$ cat config.mk
export PLATFORM = sky130hd
export DESIGN_NAME = lru_page_replacement_core_flat
export DESIGN_NICKNAME = d
export VERILOG_FILES = /design/src/rtl/lpr_pkg.sv /design/src/rtl/lpr_if.sv /design/src/rtl/lpr_ctrl.sv /design/src/rtl/lpr_datapath.sv /design/src/rtl/lru_page_replacement_core.sv /design/src/flat_wrapper.sv
export SDC_FILE = /design/constraint.sdc
export NUM_CORES = 1
export LEC_CHECK = 0
export BUFFER_PORTS_ARGS = -buffer_cell sky130_fd_sc_hd__buf_2
export CAP_MARGIN = 20
export CORE_MARGIN = 4
export CORE_UTILIZATION = 25
export CTS_BUF_LIST = sky130_fd_sc_hd__clkbuf_16
export CTS_CLUSTER_SIZE = 25
export DETAILED_ROUTE_END_ITERATION = 7
export PLACE_DENSITY = 0.4
export SLEW_MARGIN = 30
export SYNTH_ARGS = -nofsm -noshare
export SYNTH_HDL_FRONTEND = slang
export SYNTH_HIERARCHICAL = 1
export SYNTH_SLANG_ARGS = --single-unit
export TNS_END_PERCENT = 5
$ cat constraint.sdc
create_clock -name clk -period 6.3 [get_ports clk]
set_clock_uncertainty 0.1 [all_clocks]
set_input_delay 0.315 -clock clk [delete_from_list [all_inputs] [get_ports clk]]
set_output_delay 0.315 -clock clk [all_outputs]
set_load 0.03 [all_outputs]
$ cat src/rtl/lpr_pkg.sv
`timescale 1ns / 1ps

package lpr_pkg;

  localparam int MAX_FRAMES  = 16;
  localparam int PAGE_BITS   = 16;
  localparam int FRAME_IDX_W = (MAX_FRAMES > 1) ? $clog2(MAX_FRAMES) : 1;
  localparam int COUNT_W     = $clog2(MAX_FRAMES + 1);

  // field widths of the channels and the register
  localparam int PAGE_W  = 16;
  localparam int SLOT_W  = 4;
  localparam int TOTAL_W = 32;
  localparam int CFG_W   = 5;

  localparam logic [CFG_W-1:0] FRAMES_IN_USE_RESET = CFG_W'(4);

  typedef enum logic [1:0] {
    S_IDLE,
    S_SCAN,
    S_TAIL,
    S_COMMIT
  } lpr_state_t;

  typedef struct packed {
    logic load;
    logic read;
    logic commit;
  } lpr_cmd_t;

  typedef struct packed {
    logic scan_last;
  } lpr_status_t;

endpackage

$ cat src/rtl/lpr_if.sv
`timescale 1ns / 1ps

interface lpr_req_if import lpr_pkg::*; ();
  logic              valid;
  logic              ready;
  logic [PAGE_W-1:0] page_number;

  modport source (output valid, output page_number, input ready);
  modport sink (input valid, input page_number, output ready);
endinterface

interface lpr_rsp_if import lpr_pkg::*; ();
  logic               valid;
  logic               ready;
  logic               hit;
  logic [SLOT_W-1:0]  frame_slot;
  logic               evicted_valid;
  logic [PAGE_W-1:0]  evicted_page;
  logic [TOTAL_W-1:0] hit_total;
  logic [TOTAL_W-1:0] fault_total;

  modport source (output valid, output hit, output frame_slot, output evicted_valid,
                  output evicted_page, output hit_total, output fault_total, input ready);
  modport sink (input valid, input hit, input frame_slot, input evicted_valid,
                input evicted_page, input hit_total, input fault_total, output ready);
endinterface

$ cat src/rtl/lpr_ctrl.sv
`timescale 1ns / 1ps

module lpr_ctrl import lpr_pkg::*; (
  input  logic        clk,
  input  logic        rst,
  input  logic        req_valid,
  output logic        req_ready,
  output logic        rsp_valid,
  input  logic        rsp_ready,
  input  lpr_status_t status,
  output lpr_cmd_t    cmd
);

  lpr_state_t state, state_next;
  logic       rsp_valid_next;

  always_ff @(posedge clk) begin
    if (rst) begin
      state     <= S_IDLE;
      rsp_valid <= 1'b0;
    end else begin
      state     <= state_next;
      rsp_valid <= rsp_valid_next;
    end
  end

  always_comb begin
    state_next = state;
    cmd        = '0;
    req_ready  = 1'b0;
    unique case (state)
      S_IDLE: begin
        req_ready = 1'b1;
        if (req_valid) begin
          cmd.load   = 1'b1;
          state_next = S_SCAN;
        end
      end
      S_SCAN: begin
        cmd.read = 1'b1;
        if (status.scan_last) state_next = S_TAIL;
      end
      S_TAIL: begin
        state_next = S_COMMIT;
      end
      S_COMMIT: begin
        // hold until the output register is free
        if (!rsp_valid || rsp_ready) begin
          cmd.commit = 1'b1;
          state_next = S_IDLE;
        end
      end
      default: state_next = S_IDLE;
    endcase
    if (cmd.commit) rsp_valid_next = 1'b1;
    else if (rsp_ready) rsp_valid_next = 1'b0;
    else rsp_valid_next = rsp_valid;
  end

endmodule

$ cat src/rtl/lpr_datapath.sv
`timescale 1ns / 1ps

module lpr_datapath import lpr_pkg::*; (
  input  logic               clk,
  input  logic               rst,
  input  lpr_cmd_t           cmd,
  output lpr_status_t        status,
  input  logic [PAGE_W-1:0]  page_number,
  input  logic               cfg_we,
  input  logic [CFG_W-1:0]   cfg_wdata,
  output logic               hit,
  output logic [SLOT_W-1:0]  frame_slot,
  output logic               evicted_valid,
  output logic [PAGE_W-1:0]  evicted_page,
  output logic [TOTAL_W-1:0] hit_total,
  output logic [TOTAL_W-1:0] fault_total
);

  logic [CFG_W-1:0]       frames_in_use;
  logic [PAGE_BITS-1:0]   page_mem [MAX_FRAMES];
  logic [PAGE_BITS-1:0]   rd_data;
  logic [MAX_FRAMES-1:0]  frame_valid;
  logic [FRAME_IDX_W-1:0] recency_rank [MAX_FRAMES];
  logic [COUNT_W-1:0]     filled_count;
  logic [TOTAL_W-1:0]     hit_counter;
  logic [TOTAL_W-1:0]     fault_counter;

  logic [PAGE_BITS-1:0]   page;
  logic [COUNT_W-1:0]     n_eff;
  logic [COUNT_W-1:0]     n_clamped;
  logic [FRAME_IDX_W-1:0] rd_idx;
  logic [FRAME_IDX_W-1:0] cmp_idx;
  logic                   cmp_vld;

  logic                   found;
  logic [FRAME_IDX_W-1:0] match_slot;
  logic [FRAME_IDX_W-1:0] match_rank;
  logic [FRAME_IDX_W-1:0] worst_slot;
  logic [FRAME_IDX_W-1:0] worst_rank;
  logic [PAGE_BITS-1:0]   worst_page;

  logic                   cmp_valid_frame;
  logic [FRAME_IDX_W-1:0] cmp_rank;
  logic                   is_fill;
  logic                   age_all;
  logic                   do_write;
  logic [FRAME_IDX_W-1:0] slot_sel;
  logic [FRAME_IDX_W-1:0] old_rank;

  // register value 0 acts as 1, values past the built count as the built count
  always_comb begin
    if (int'(frames_in_use) > MAX_FRAMES) n_clamped = COUNT_W'(MAX_FRAMES);
    else if (frames_in_use == '0) n_clamped = COUNT_W'(1);
    else n_clamped = COUNT_W'(frames_in_use);
  end

  assign status.scan_last = (COUNT_W'(rd_idx) == n_eff - COUNT_W'(1));

  assign cmp_valid_frame = frame_valid[cmp_idx];
  assign cmp_rank        = recency_rank[cmp_idx];

  assign is_fill  = !found && (filled_count < n_eff);
  assign age_all  = is_fill;
  assign do_write = !found;
  assign slot_sel = found ? match_slot :
                    is_fill ? filled_count[FRAME_IDX_W-1:0] : worst_slot;
  assign old_rank = found ? match_rank : worst_rank;

  always_ff @(posedge clk) begin
    if (rst) frames_in_use <= FRAMES_IN_USE_RESET;
    else if (cfg_we) frames_in_use <= cfg_wdata;
  end

  // page store, registered read
  always_ff @(posedge clk) begin
    if (cmd.commit && do_write) page_mem[slot_sel] <= page;
    if (cmd.read) rd_data <= page_mem[rd_idx];
  end

  always_ff @(posedge clk) begin
    if (rst) cmp_vld <= 1'b0;
    else cmp_vld <= cmd.read;
  end

  // scan trackers
  always_ff @(posedge clk) begin
    if (cmd.load) begin
      page       <= PAGE_BITS'(page_number);
      n_eff      <= n_clamped;
      rd_idx     <= '0;
      found      <= 1'b0;
      match_slot <= '0;
      match_rank <= '0;
      worst_slot <= '0;
      worst_rank <= '0;
      worst_page <= '0;
    end else begin
      if (cmd.read) begin
        rd_idx  <= rd_idx + FRAME_IDX_W'(1);
        cmp_idx <= rd_idx;
      end
      if (cmp_vld) begin
        // lowest matching frame wins
        if (cmp_valid_frame && rd_data == page && !found) begin
          found      <= 1'b1;
          match_slot <= cmp_idx;
          match_rank <= cmp_rank;
        end
        if (cmp_valid_frame && cmp_rank >= worst_rank) begin
          worst_rank <= cmp_rank;
          worst_slot <= cmp_idx;
          worst_page <= rd_data;
        end
      end
    end
  end

  // frame state and counters
  always_ff @(posedge clk) begin
    if (rst) begin
      frame_valid   <= '0;
      filled_count  <= '0;
      hit_counter   <= '0;
      fault_counter <= '0;
      for (int i = 0; i < MAX_FRAMES; i++) recency_rank[i] <= '0;
    end else if (cmd.commit) begin
      for (int i = 0; i < MAX_FRAMES; i++) begin
        if (frame_valid[i] && FRAME_IDX_W'(i) != slot_sel &&
            (age_all || recency_rank[i] < old_rank))
          recency_rank[i] <= recency_rank[i] + FRAME_IDX_W'(1);
      end
      recency_rank[slot_sel] <= '0;
      frame_valid[slot_sel]  <= 1'b1;
      if (is_fill) filled_count <= filled_count + COUNT_W'(1);
      if (found) begin
        if (hit_counter != '1) hit_counter <= hit_counter + TOTAL_W'(1);
      end else begin
        if (fault_counter != '1) fault_counter <= fault_counter + TOTAL_W'(1);
      end
    end
  end

  // output register
  always_ff @(posedge clk) begin
    if (cmd.commit) begin
      hit           <= found;
      frame_slot    <= SLOT_W'(slot_sel);
      evicted_valid <= !found && !is_fill;
      evicted_page  <= (!found && !is_fill) ? PAGE_W'(worst_page) : '0;
      hit_total     <= (found && hit_counter != '1) ? hit_counter + TOTAL_W'(1)
                                                    : hit_counter;
      fault_total   <= (!found && fault_counter != '1) ? fault_counter + TOTAL_W'(1)
                                                       : fault_counter;
    end
  end

endmodule

$ cat src/rtl/lru_page_replacement_core.sv
`timescale 1ns / 1ps
// lru page replacement core
// operation: the request is loaded, then the n managed frames are scanned one frame a cycle
//   through the page store read port, n = managed frames; a tail state and a commit state
//   follow, and no new request is taken until the result is committed
// reset: synchronous active-high rst clears frames, recency, counts; frames_in_use = 4

module lru_page_replacement_core import lpr_pkg::*; (
  input  logic             clk,
  input  logic             rst,
  lpr_req_if.sink          req,
  lpr_rsp_if.source        rsp,
  input  logic             cfg_we,
  input  logic [CFG_W-1:0] cfg_wdata
);

  lpr_cmd_t    cmd;
  lpr_status_t status;

  lpr_ctrl u_ctrl (
    .clk       (clk),
    .rst       (rst),
    .req_valid (req.valid),
    .req_ready (req.ready),
    .rsp_valid (rsp.valid),
    .rsp_ready (rsp.ready),
    .status    (status),
    .cmd       (cmd)
  );

  lpr_datapath u_datapath (
    .clk           (clk),
    .rst           (rst),
    .cmd           (cmd),
    .status        (status),
    .page_number   (req.page_number),
    .cfg_we        (cfg_we),
    .cfg_wdata     (cfg_wdata),
    .hit           (rsp.hit),
    .frame_slot    (rsp.frame_slot),
    .evicted_valid (rsp.evicted_valid),
    .evicted_page  (rsp.evicted_page),
    .hit_total     (rsp.hit_total),
    .fault_total   (rsp.fault_total)
  );

endmodule
$ cat src/flat_wrapper.sv
// flat-port wrapper written by rule: the top's interface ports become plain ports
module lru_page_replacement_core_flat import lpr_pkg::*;
  (clk, rst, cfg_we, cfg_wdata, req_valid, req_page_number, req_ready, rsp_valid, rsp_hit, rsp_frame_slot, rsp_evicted_valid, rsp_evicted_page, rsp_hit_total, rsp_fault_total, rsp_ready);
  lpr_req_if req_i ();
  lpr_rsp_if rsp_i ();
  input  logic clk;
  input  logic rst;
  input  logic cfg_we;
  input  logic [CFG_W-1:0] cfg_wdata;
  input wire logic [$bits(req_i.valid)-1:0] req_valid;
  input wire logic [$bits(req_i.page_number)-1:0] req_page_number;
  output wire logic [$bits(req_i.ready)-1:0] req_ready;
  output wire logic [$bits(rsp_i.valid)-1:0] rsp_valid;
  output wire logic [$bits(rsp_i.hit)-1:0] rsp_hit;
  output wire logic [$bits(rsp_i.frame_slot)-1:0] rsp_frame_slot;
  output wire logic [$bits(rsp_i.evicted_valid)-1:0] rsp_evicted_valid;
  output wire logic [$bits(rsp_i.evicted_page)-1:0] rsp_evicted_page;
  output wire logic [$bits(rsp_i.hit_total)-1:0] rsp_hit_total;
  output wire logic [$bits(rsp_i.fault_total)-1:0] rsp_fault_total;
  input wire logic [$bits(rsp_i.ready)-1:0] rsp_ready;
  assign req_i.valid = req_valid;
  assign req_i.page_number = req_page_number;
  assign req_ready = req_i.ready;
  assign rsp_valid = rsp_i.valid;
  assign rsp_hit = rsp_i.hit;
  assign rsp_frame_slot = rsp_i.frame_slot;
  assign rsp_evicted_valid = rsp_i.evicted_valid;
  assign rsp_evicted_page = rsp_i.evicted_page;
  assign rsp_hit_total = rsp_i.hit_total;
  assign rsp_fault_total = rsp_i.fault_total;
  assign rsp_i.ready = rsp_ready;
  lru_page_replacement_core u_core (.clk(clk), .rst(rst), .req(req_i), .rsp(rsp_i), .cfg_we(cfg_we), .cfg_wdata(cfg_wdata));
endmodule
== Word level (Yosys, flattened, before mapping) ==
Memory sizes are Yosys's and may differ from the RTL's. A register that Yosys moved wholly into a read port is not among the register bits.
Index checks and enable logic that the tools add are counted.

* Register bits after elaboration: 242
* Bits in writable memories: 320
* Input port bits: 26
* Output and inout port bits: 88
* Word-level logic and storage cells: 297
* Memories kept: 2

* Add/sub/neg operators: 21
* Magnitude comparators: 22
* Eq/ne operators: 25
* Multiplexer cells: 110
* Bitwise operators: 19
* Reductions and logical operators: 73

{| class="wikitable"
|+ Memory list
! name !! words !! bits a word !! rd ports !! clocked after Yosys merged registers in !! wr ports !! RTL line !! text
|-
| u_core.u_datapath.page_mem || 16 || 16 || 1 || 1 || 1 || lpr_datapath.sv:20 || <nowiki>logic [PAGE_BITS-1:0] page_mem [MAX_FRAMES];</nowiki>
|-
| u_core.u_datapath.recency_rank || 16 || 4 || 17 || 1 || 17 || lpr_datapath.sv:23 || <nowiki>logic [FRAME_IDX_W-1:0] recency_rank [MAX_FRAMES];</nowiki>
|}

{| class="wikitable"
|+ Operators by type and width
! operator !! count
|-
| 1-bit 2-to-1 mux || 81
|-
| 4-bit 2-to-1 mux || 20
|-
| 4-bit by 1-bit adder with 4-bit output, second input constant || 17
|-
| 32-bit by 1-bit adder with 32-bit output, second input constant || 2
|-
| 4-bit < comparator || 16
|-
| 32-bit 2-to-1 mux || 2
|-
| 32-bit != test, second input constant || 2
|-
| 1-bit logical AND || 41
|-
| 4-bit != test, first input constant || 8
|-
| 1-bit logical OR || 17
|-
| 16-bit equality test || 1
|-
| 3-bit by 4-bit != test with 1-bit output, first input constant || 4
|-
| 1-bit OR || 16
|-
| 16-bit OR || 1
|-
| 4-bit by 5-bit < comparator with 1-bit output, second input constant || 2
|-
| 3-bit AND reduction || 3
|-
| 2-bit by 4-bit != test with 1-bit output, first input constant || 2
|-
| 2-bit one-hot mux with 4 select lines || 1
|-
| 2-bit AND reduction || 4
|-
| 2-bit 2-to-1 mux || 3
|-
| 5-bit by 1-bit adder with 5-bit output, second input constant || 1
|-
| 4-bit by 5-bit equality test with 1-bit output || 1
|-
| 5-bit > comparator, second input constant || 1
|-
| 5-bit logical NOT || 1
|-
| other kinds (18) || 23
|}

== Longest topological paths before layout ==
Gate-level depths: netlist (run 1).

* Depth after elaboration: 12
* Mapped depth: 13
* Mapped depth without buffers: 11

== Modules after synthesis ==
Netlist (run 1), hierarchy kept.

{| class="wikitable"
|+ By module, submodules not included
! module !! instances !! cells an instance !! area each (sq um) !! sequential area each (sq um)
|-
| lpr_datapath || 1 || 1910 || 25522.0 || 15424.8
|-
| lpr_ctrl || 1 || 24 || 225.2 || 60.1
|}

== Least setup slack after synthesis (run 1) ==
No wires, ideal clock.

* Path type: register to register
* From: reg with a tool-made name
* To: reg u_core.u_datapath.worst_slot[0]
* Library setup time: 0.128 ns
* Arrival time: 3.701 ns
* Data required time: 6.072 ns
* Slack: 2.372 ns
* Stages on the path, launching flop included: 13
* Buffers on the path: 3
* Period minus slack after synthesis: 3.928 ns
* Cell sequence: dfxtp_1 clkbuf_1 buf_1 mux4_2 mux4_2 ha_1 a21o_1 a21o_1 a21oi_1 nor2_1 buf_2 mux2i_1 nor2_1

{| class="wikitable"
|+ RTL lines
! item !! RTL line !! text
|-
| end signal, assigned || lpr_datapath.sv:111 || <nowiki>worst_slot <= cmp_idx;</nowiki>
|-
| end, declared || lpr_datapath.sv:38 || <nowiki>logic [FRAME_IDX_W-1:0] worst_slot;</nowiki>
|}

== Worst setup path after layout (run 1) ==
* From: reg u_core.u_datapath.filled_count[2]
* To: mem u_core.u_datapath.page_mem[5][9] (enable)

* Longest elaborated chain between the ends: 4

{| class="wikitable"
|+ Ends and longest elaborated chain
! item !! RTL line !! text
|-
| start, declared || lpr_datapath.sv:24 || <nowiki>logic [COUNT_W-1:0] filled_count;</nowiki>
|-
| start signal, assigned || lpr_datapath.sv:134 || <nowiki>if (is_fill) filled_count <= filled_count + COUNT_W'(1);</nowiki>
|-
| 5-bit < comparator || lpr_datapath.sv:62 || <nowiki>assign is_fill = !found && (filled_count < n_eff);</nowiki>
|-
| 1-bit logical AND || lpr_datapath.sv:62 ||
|-
| 4-bit 2-to-1 mux (*) || lpr_datapath.sv:66 || <nowiki>is_fill ? filled_count[FRAME_IDX_W-1:0] : worst_slot;</nowiki>
|-
| 4-bit 2-to-1 mux (*) || lpr_datapath.sv:65 || <nowiki>assign slot_sel = found ? match_slot :</nowiki>
|-
| end, declared || lpr_datapath.sv:20 ||
|}

Mark *: on every way between the ends. The rest lies on a longest branch, timed or not.

==> flow_summary.ini, run 1 <==
[run_status]
status = finished clean

[finish]
drive_gt1_frac = 0.191
syn2layout_area_growth_pct = 18.8
final_nets = 2190
post-route-util = 0.300
fin_area_um2 = 30600

[yosys]
syn_avg_cell_area_um2 = 13.3
synth_area_leaders = edfxtp_1 45%, dfxtp_1 15%, mux4_2 9.2%
synth-edff-count = 383
yosysTopAreaCellShare = 0.447
ys_async_sr_fraction = 0
ys_warn_count = 6
ys.flop_type = edfxtp_1
yosysTopAreaCell = edfxtp_1
syn_nets = 2043
synth_area_um2 = 25700
synth.most_common_cell = edfxtp_1
ys_ff_latch = 582
yosysSeqAreaShare = 0.601
yosys.cell_types.count = 65
syn_inst = 1934
synthTopCellsByCount = 383 x edfxtp_1, 241 x nor2_1, 199 x dfxtp_1

[power]
powerDensity_nw_per_um2 = 327
peakVddDrop_v = 0.000174
power.total_mw = 10.0
p_leak_nw = 10.2

[global_routing]
first_global_vias = 16200
grt_pass1_wl_um = 104000
grt.total_usage = 0.127
grt_max_degree = 74
overflow = 0
antenna_found_initial = 4

[place]
portBuffers = 113
placed_cell_area_um2 = 28000
hpwl_um = 46200
place_congestion = 0.786

[clock_tree]
numCtsBuffers = 70
clk_latency_ns = 0.63
cts-root-buf = clkbuf_16
cts_max_path_buffers = 3
cts_htree_levels = 3
cts.sinks = 582
clk_pin_slew_worst_paths_ns = 0.06
cts_tree = yes

[critical_path]
cp.arrival_ns = 4.16
start_kind = register
slowest_stage = a211oi_4
critPathTopFamily = compound AO/OA/AOI/OAI gates
crit_required_ns = 6.44
r2r-start = u_core/u_datapath/filled_count[2]
path_buf_inv = 0
r2r-end = u_core/u_datapath/page_mem[5][9]
rr_worst_depth = 8
crit_type = reg -> reg
worstPathMaxFanout = 16
cp-end-kind = register
crit_chain = ha_1 -> a21oi_1 -> o21ai_1 -> a21oi_2 -> o211ai_1 -> a211oi_4 -> nand2_1 -> nor2_4
max_stage_delay_ns = 0.79
reg2reg_setup_slack_ns = 2.29

[sta]
rsz0062_at_grt = false
fmax_mhz = 249
finalCritPeriodShare = 0.637
worstMarginPinSlew_ns = 0.966
setup_violations = 0
slew_violations = 0
hold_viol_final = 0
fin_tns_setup_ns = 0
fin_crit_ns = 4.01
relSlewSlack = 0.354

[detailed_routing]
vias = 16000
wl_per_cell_um = 20.0
via_per_inst = 4.57
drtAntennaViolNets = 0
first_pass_iters = 5
drt_wl_total_um = 69900
drtIter0Drc = 1140
drcViolationCount = 0

[job]
drv_cap = 0

[worst_hold_path]
hold_depth = 2
hold_path.class = in -> reg
hp-start = rst
holdPathEnd = u_core/u_ctrl/rsp_valid

[floorplanning]
die_h_um = 329
dieArea_um2 = 108000
io_pins = 114
num_rows = 117
die_w_um = 329
start_util = 0.252
core_um2 = 102000
-- metal layers --
| layer | routed length [um] | up-vias | global-route usage |
|---|---|---|---|
| met5 | 0 | - | 0 |
| met4 | 1560 | 0 | 0.0358 |
| met3 | 3480 | 94 | 0.0284 |
| met2 | 32000 | 334 | 0.202 |
| met1 | 32900 | 8105 | 0.175 |
| li1 | - | 7485 | - |
-- per-stage QoR --
stage,hold slack [ns],setup WS (ns),cells
4_1_cts,0.0318,1.92,3500
3_5_place_dp,0.367,1.91,3348
6_report,0.0833,2.29,3504
2_1_floorplan,0.287,2.37,1934
5_1_grt,0.0650,1.99,3502
3_3_place_gp,0.362,2.02,3348
-- how the worst max path moves through the flow --
stage	from	to	slack (ns)	cells after the start
after global routing	u_core/u_datapath/n_eff[2]	u_core/u_datapath/recency_rank[7][3]	1.99	10
after floorplan	register	u_core/u_datapath/worst_slot[0]	2.37	12
after CTS	u_core/u_datapath/n_eff[2]	u_core/u_datapath/page_mem[0][14]	1.92	10
after global placement	u_core/u_datapath/filled_count[2]	u_core/u_datapath/page_mem[5][2]	2.02	8
final	u_core/u_datapath/filled_count[2]	u_core/u_datapath/page_mem[5][9]	2.29	8
after detailed placement	u_core/u_datapath/n_eff[2]	u_core/u_datapath/page_mem[0][0]	1.91	10
-- cells in the final DEF (no fill, tap or decap), drive strengths merged, types with 51 or more instances in the layout --
| cell | instances |
|---|---|
| clkbuf | 71 |
| dfxtp | 199 |
| buf | 140 |
| nand2 | 104 |
| xor2 | 95 |
| mux4 | 105 |
| mux2i | 59 |
| inv | 65 |
| edfxtp | 383 |
| ha | 83 |
| nor2 | 241 |
| xnor2 | 85 |
| nand3 | 51 |
-- state kept, by name, summed over array words and instances (netlist names), 16 cells and up, named ones only --
name                             count
u_core/u_datapath/recency_rank      64
u_core/u_datapath/page              16
u_core/u_datapath/frame_valid       16
u_core/u_datapath/fault_total       32
u_core/u_datapath/worst_page        16
u_core/u_datapath/rd_data           16
u_core/u_datapath/page_mem         256
u_core/u_datapath/fault_counter     32
u_core/u_datapath/evicted_page      16
u_core/u_datapath/hit_total         32
u_core/u_datapath/hit_counter       32
-- repair_timing --
action / in CTS / in global routing
hold buffers: 27 / 0
endpoints found under the setup margin: 0 / 0
hold endpoints to repair: 22 / 0
gates resized for setup: 0 / 0
setup buffers: 0 / 0
-- cells by family after synthesis --
family | count (synthesis) | share of synthesized area
muxes | 173 | 0.119
xor gates and xnor gates | 180 | 0.0612
and+or+nand+nor | 588 | 0.109
AOI/OAI and AO/OA | 190 | 0.0484
adders and majority gates | 83 | 0.0403
DFF | 582 | 0.601
buffers and inverters | 138 | 0.0214
-- where the power goes --
part / total, mW / switching, mW / internal, mW / leakage (nW)
logic: 1.38 / 0.782 / 0.594 / 4.04
registers: 4.72 / 0.342 / 4.38 / 5.01
clock network: 3.92 / 1.68 / 2.24 / 1.13
total: 10.0 / 2.80 / 7.22 / 10.2
-- cell type report --
class	count	area [um^2]
Inverter	46	173
Tap cell	1368	1710
Fill cell	10300	71400
Timing Repair Buffer	167	1040
Clock buffer	71	1780
Multi-Input combinational cell	1214	9930
Sequential cell	582	15500
Antenna cell	2	5.00
Clock inverter	54	460
Note: power is estimated with default switching activity, not from simulation.
==> inputs of run 2 (changes only) <==
Clock period 6.3 ns to 3.95 ns, I/O delays scaled along.
==> run 2 against run 1 <==
Against the previous run:
- clock power rose by 58%
- global-route usage rose by 0.17 points
- wire length fell by 0.16%
- highest routed layer unchanged
- non-clock buffer count rose by 39
- fmax rose by 12%
- sequential share of layout area fell by 0.42 points
- setup slack got worse by 1.9 ns
- sequential cell count did not move
- power rose by 58%
==> flow_summary.ini, run 2 (synthesis results as in run 1) <==
[power]
p_leak_nw = 10.4
peakVddDrop_v = 0.000272
powerDensity_nw_per_um2 = 514

[sta]
fmax_mhz = 280
slew_violations = 0
worstMarginPinSlew_ns = 0.926
relSlewSlack = 0.383
hold_viol_final = 0
rsz0062_at_grt = false
finalCritPeriodShare = 0.903
setup_violations = 0
fin_tns_setup_ns = 0
setup_ws_ns = 0.383
fin_crit_ns = 3.57

[clock_tree]
numCtsBuffers = 72
cts.sinks = 582
cts_max_path_buffers = 3
clk_latency_ns = 0.62
cts_resized = 0
cts-root-buf = clkbuf_16
cts_tree = yes
cts_htree_levels = 3
clk_pin_slew_worst_paths_ns = 0.06

[detailed_routing]
drtIter0Drc = 1138
wl_per_cell_um = 19.7
drcViolationCount = 0
drtAntennaViolNets = 0
first_pass_iters = 5
drt_wl_total_um = 69800
vias = 16100
via_per_inst = 4.54

[critical_path]
cp-end-kind = register
r2r-start = u_core/u_datapath/n_eff[2]
reg2reg_setup_slack_ns = 0.38
path_buf_inv = 2
crit_required_ns = 4.14
start_kind = register
crit_chain = inv_1 -> ha_1 -> nand2_1 -> o21a_1 -> o21ai_2 -> mux2_2 -> o31ai_2 -> nand3_1 -> nor2_2 -> buf_4
slowest_stage = mux2_2
worstPathMaxFanout = 16
critPathTopFamily = compound AO/OA/AOI/OAI gates
max_stage_delay_ns = 0.46
r2r-end = u_core/u_datapath/page_mem[0][4]
rr_worst_depth = 10
cp.arrival_ns = 3.75
crit_type = reg -> reg

[worst_hold_path]
hp-start = rst
hold_path.class = in -> reg
holdPathEnd = u_core/u_datapath/frames_in_use[4]
hold_depth = 2

[finish]
final_nets = 2231
drive_gt1_frac = 0.201
mostFrequentLayoutCell = edfxtp_1
syn2layout_area_growth_pct = 19.8
largest_register_ffs = 256
antenna_cells = 0
final_cell_mix = 383 x edfxtp_1, 224 x nor2_1, 196 x dfxtp_1, 112 x buf_2, 105 x mux4_2
max_flop_register = u_core/u_datapath/page_mem
top_regs = u_core/u_datapath/page_mem (256), u_core/u_datapath/recency_rank (64)

[floorplanning]
io_pins = 114
die_h_um = 329
core_um2 = 102000
die_w_um = 329
dieArea_um2 = 108000
num_rows = 117
start_util = 0.252

[global_routing]
overflow = 0
grt_pass1_wl_um = 106000
grt.total_usage = 0.129
antenna_found_initial = 2
grt_max_degree = 75
first_global_vias = 16500

[place]
portBuffers = 113
place_ws_ns = 0.364
place_congestion = 0.787
hpwl_um = 45100

[job]
drv_cap = 0

[run_status]
status = finished clean
[run 2: cell types whose count changed in the layout (fill, tap and decap cells not counted), moves of 2 or more]
cell	delta
a211oi_2	+2
a211oi_4	-2
buf_12	+5
buf_4	+32
clkinv_2	-3
clkinv_8	+2
diode_2	-2
inv_1	+11
nor2_2	+15
nor2_4	-15
nor3_1	+2
nor3_2	-2
[run 2: worst max-delay path by stage]
stage,startpoint,end,slack [ns],depth (start not counted)
after global placement,register,u_core/u_datapath/worst_rank[0],0.26,10
final,u_core/u_datapath/n_eff[2],u_core/u_datapath/page_mem[0][4],0.38,10
after detailed placement,u_core/u_datapath/fault_counter[0],u_core/u_datapath/fault_total[13],0.36,9
after CTS,u_core/u_datapath/fault_counter[0],u_core/u_datapath/fault_total[13],0.34,9
after floorplan,register,u_core/u_datapath/worst_slot[0],0.02,12
after global routing,u_core/u_datapath/n_eff[2],u_core/u_datapath/recency_rank[7][3],0.14,10
[run 2: timing repair]
| action | CTS | global route |
|---|---|---|
| hold endpoints to repair | 24 | 0 |
| buffers inserted | 0 | 0 |
| hold buffers | 28 | 0 |
[run 2: cell type report]
| class | count | area, um^2 |
|---|---|---|
| fill | 10300 | 71200 |
| sequential | 582 | 15500 |
| multi-input combinational | 1214 | 9810 |
| clock buffer | 72 | 1800 |
| tap | 1368 | 1710 |
| timing repair buffer | 206 | 1420 |
| clock inverter | 59 | 433 |
| inverter | 46 | 173 |
[run 2: power by group]
| group | leakage, nW | internal (mW) | switching, mW |
|---|---|---|---|
| registers | 5.01 | 6.98 | 0.419 |
| clock network | 1.17 | 3.54 | 2.65 |
| logic | 4.26 | 1.02 | 1.24 |
[run 2: stage by stage]
stage,area [um^2],utilization,cells,hold WS [ns],power (mW)
after floorplan,25700,-,1934,0.170,8.95
after global placement,28300,0.277,3387,0.274,9.81
after detailed placement,28300,0.278,3388,0.276,9.85
after CTS,30800,0.302,3547,0.0592,16.2
after global routing,30800,0.302,3547,0.0616,16.6
final,30800,0.302,3547,0.0198,15.9
[run 2: metal layers]
metal / up-vias / wire length [um] / share of wire / track usage
li1: 7572 / - / - / -
met1: 8118 / 31700 / 0.45 / 0.171
met2: 319 / 33200 / 0.48 / 0.212
met3: 109 / 2880 / 0.041 / 0.0234
met4: 0 / 2080 / 0.030 / 0.0434
met5: - / 0 / 0 / 0
==> inputs of run 3 (changes only) <==
Settings changed: CELL_PAD_IN_SITES_DETAIL_PLACEMENT set to 0, CELL_PAD_IN_SITES_GLOBAL_PLACEMENT set to 1, PLACE_DENSITY 0.4 to 0.46, SYNTH_HIERARCHICAL 1 to not set.
Clock period 3.95 ns to 4.1 ns, I/O delays scaled along.
==> run 3 against run 2 <==
Against the previous run:
- die area is 0.59% higher
- non-clock buffer count decreased by 2
- wire length up 5.0%
- sequential cell count unchanged
- via count up 3.5%
- setup slack better by 0.22 ns
- clock power is 3.7% lower
- critical path depth grew 3
- worst hold slack gained 0.023 ns
- power down 2.2%
- combinational power rose by 11%
- synthesized cell count is 1.3% higher
==> flow_summary.ini, run 3 <==
[run_status]
status = finished clean

[floorplanning]
num_rows = 117
die_w_um = 330
core_um2 = 102000
die_h_um = 330
dieArea_um2 = 109000
io_pins = 114
start_util = 0.253

[critical_path]
crit_chain = mux4_2 -> mux4_2 -> inv_1 -> ha_1 -> nand2b_1 -> a21o_1 -> a21o_1 -> a21oi_1 -> nor2_4 -> buf_16 -> buf_16 -> mux2i_1 -> nor2_1
crit_type = reg -> reg
cp.arrival_ns = 3.90
crit_cells = 13
reg2reg_setup_slack_ns = 0.60
cp-end-kind = register
max_stage_delay_ns = 0.71
crit_required_ns = 4.50
start_kind = register
rr_worst_depth = 13
worstPathMaxFanout = 16
slowest_stage = dfxtp_1
r2r-end = u_core.u_datapath.worst_page[9]
crit_path_end = u_core.u_datapath.worst_page[9]
path_buf_inv = 3
critPathTopFamily = multiplexers

[power]
combPwrFrac = 0.161
peakVddDrop_v = 0.000249
powerDensity_nw_per_um2 = 499
p_leak_nw = 10.2
p_sw_frac = 0.282
p_switching_mw = 4.38
clkPwrFrac = 0.385
intPower_mw = 11.1
seq_power_share = 0.454

[finish]
max_flop_register = u_core.u_datapath.page_mem
fillers = 10300
top_regs = u_core.u_datapath.page_mem (256), u_core.u_datapath.recency_rank (64)
final_cell_mix = 383 x edfxtp_1, 197 x dfxtp_1, 153 x nor2_1, 112 x buf_2, 105 x mux4_2
largest_register_ffs = 256
final_nets = 2264
drive_gt1_frac = 0.206
post-route-util = 0.304
syn2layout_area_growth_pct = 19.9
antenna_cells = 0
mostFrequentLayoutCell = edfxtp_1

[clock_tree]
cts_setup_buffers = 0
cts_resized = 0
cts_tree = yes
cts-root-buf = clkbuf_16
clk_latency_ns = 0.64
cts_max_path_buffers = 3
cts_htree_levels = 3
cts.sinks = 582
numCtsBuffers = 72
clk_pin_slew_worst_paths_ns = 0.05

[sta]
slew_violations = 0
finalCritPeriodShare = 0.853
fin_crit_ns = 3.50
hold_viol_final = 0
fmax_mhz = 286
fin_tns_setup_ns = 0
worstMarginPinSlew_ns = 0.934
relSlewSlack = 0.378
rsz0062_at_grt = false
setup_violations = 0

[global_routing]
overflow = 0
grt.total_usage = 0.134
first_global_vias = 17000
grt_pass1_wl_um = 110000
antenna_found_initial = 0
grt_max_degree = 71

[yosys]
ys_async_sr_fraction = 0
syn_inst = 1959
ys_warn_count = 0
synth_area_leaders = edfxtp_1 44%, dfxtp_1 15%, mux4_2 9.1%
synth-edff-count = 383
synth_area_um2 = 25900
yosysSeqAreaShare = 0.598
syn_avg_cell_area_um2 = 13.2
yosys.cell_types.count = 59
synthTopCellsByCount = 383 x edfxtp_1, 199 x dfxtp_1, 171 x nor2_1
ys.flop_type = edfxtp_1
yosysTopAreaCellShare = 0.444
yosysTopAreaCell = edfxtp_1
ys_ff_latch = 582
synth.most_common_cell = edfxtp_1
syn_nets = 2068

[detailed_routing]
vias = 16700
drtAntennaViolNets = 0
drt_wl_total_um = 73300
drcViolationCount = 0
first_pass_iters = 5
wl_per_cell_um = 20.5
drtIter0Drc = 965
via_per_inst = 4.66

[job]
drv_cap = 0

[place]
place_congestion = 0.752
portBuffers = 113
hpwl_um = 47200

[worst_hold_path]
hold_path.class = in -> reg
-- run 3: cell count changes in the layout (fill, tap and decap cells not counted), moves of 14 or more --
| cell | before | now |
|---|---|---|
| nor2_1 | 224 | 153 |
| a21oi_1 | 47 | 100 |
| nand3_1 | 51 | 85 |
| or4_1 | 5 | 39 |
| o31ai_1 | 1 | 31 |
| and3_1 | 39 | 14 |
| mux2i_1 | 58 | 35 |
| and2_1 | 5 | 26 |
| xor2_1 | 95 | 74 |
| o21ai_0 | 46 | 63 |
| or3b_2 | 0 | 15 |
| a21boi_0 | 1 | 15 |
-- run 3: worst min-delay path by stage --
stage | slack [ns] | to | from | cells past startpoint
3_5_place_dp | 0.28 | u_core.u_datapath.page[10] | req_page_number[10] | 1
5_1_grt | 0.08 | u_core.u_datapath.frame_valid[15] | rst | 2
6_report | 0.04 | u_core.u_datapath.frame_valid[15] | rst | 2
3_3_place_gp | 0.28 | u_core.u_datapath.page[0] | req_page_number[0] | 1
2_1_floorplan | 0.20 | u_core.u_datapath.page[0] | req_page_number[0] | 0
4_1_cts | 0.06 | u_core.u_datapath.frame_valid[15] | rst | 2
-- run 3: layer usage --
| layer | track usage | share of wire |
|---|---|---|
| met1 | 0.175 | 0.45 |
| met2 | 0.228 | 0.48 |
| met3 | 0.0212 | 0.037 |
| met4 | 0.0444 | 0.028 |
| met5 | 0 | 0 |
-- run 3: final cells by class --
type / instances / area [um^2] / share of cell area
clock buffers: 73 / 1830 / 0.0588
inverters: 49 / 189 / 0.00608
multi-input cells: 1246 / 9980 / 0.321
well taps: 1368 / 1710 / 0.0551
repair buffers: 204 / 1460 / 0.0470
flip-flops and latches: 582 / 15500 / 0.499
clock inverters: 59 / 404 / 0.0130
-- run 3: cell families (layout without fill, tap and decap cells) --
kind of cell	count (synthesis)	in the layout	synth area share
AND/OR/NAND/NOR	604	604	0.120
flip-flops	582	582	0.598
AO/OA/AOI/OAI	257	257	0.0607
multiplexers	156	156	0.113
XOR/XNOR	146	146	0.0494
buffers and inverters	131	385	0.0198
adder cells (fa/ha/maj)	83	83	0.0401
-- run 3: power groups by stage --
stage | combinational [mW] | clock (mW) | sequential, mW
2_1_floorplan | 1.53 | 0 | 7.22
3_3_place_gp | 2.52 | 0 | 7.16
3_5_place_dp | 2.55 | 0 | 7.17
4_1_cts | 2.58 | 6.22 | 7.05
5_1_grt | 2.71 | 6.45 | 7.08
6_report | 2.50 | 5.97 | 7.04
-- run 3: metrics by stage --
step / power [mW] / setup WS (ns) / hold WS (ns) / area (um^2) / cells
3_5_place_dp: 9.73 / 0.615 / 0.283 / 28600 / 3421
6_report: 15.5 / 0.605 / 0.0432 / 31100 / 3581
3_3_place_gp: 9.68 / 0.491 / 0.284 / 28500 / 3418
5_1_grt: 16.2 / 0.320 / 0.0813 / 31100 / 3581
4_1_cts: 15.9 / 0.596 / 0.0575 / 31100 / 3581
2_1_floorplan: 8.76 / 0.398 / 0.204 / 25900 / 1959
-- run 3: timing repair --
action / CTS / global route
endpoints found under the setup margin: 0 / 0
hold buffers: 28 / 0
hold endpoints to repair: 24 / 0
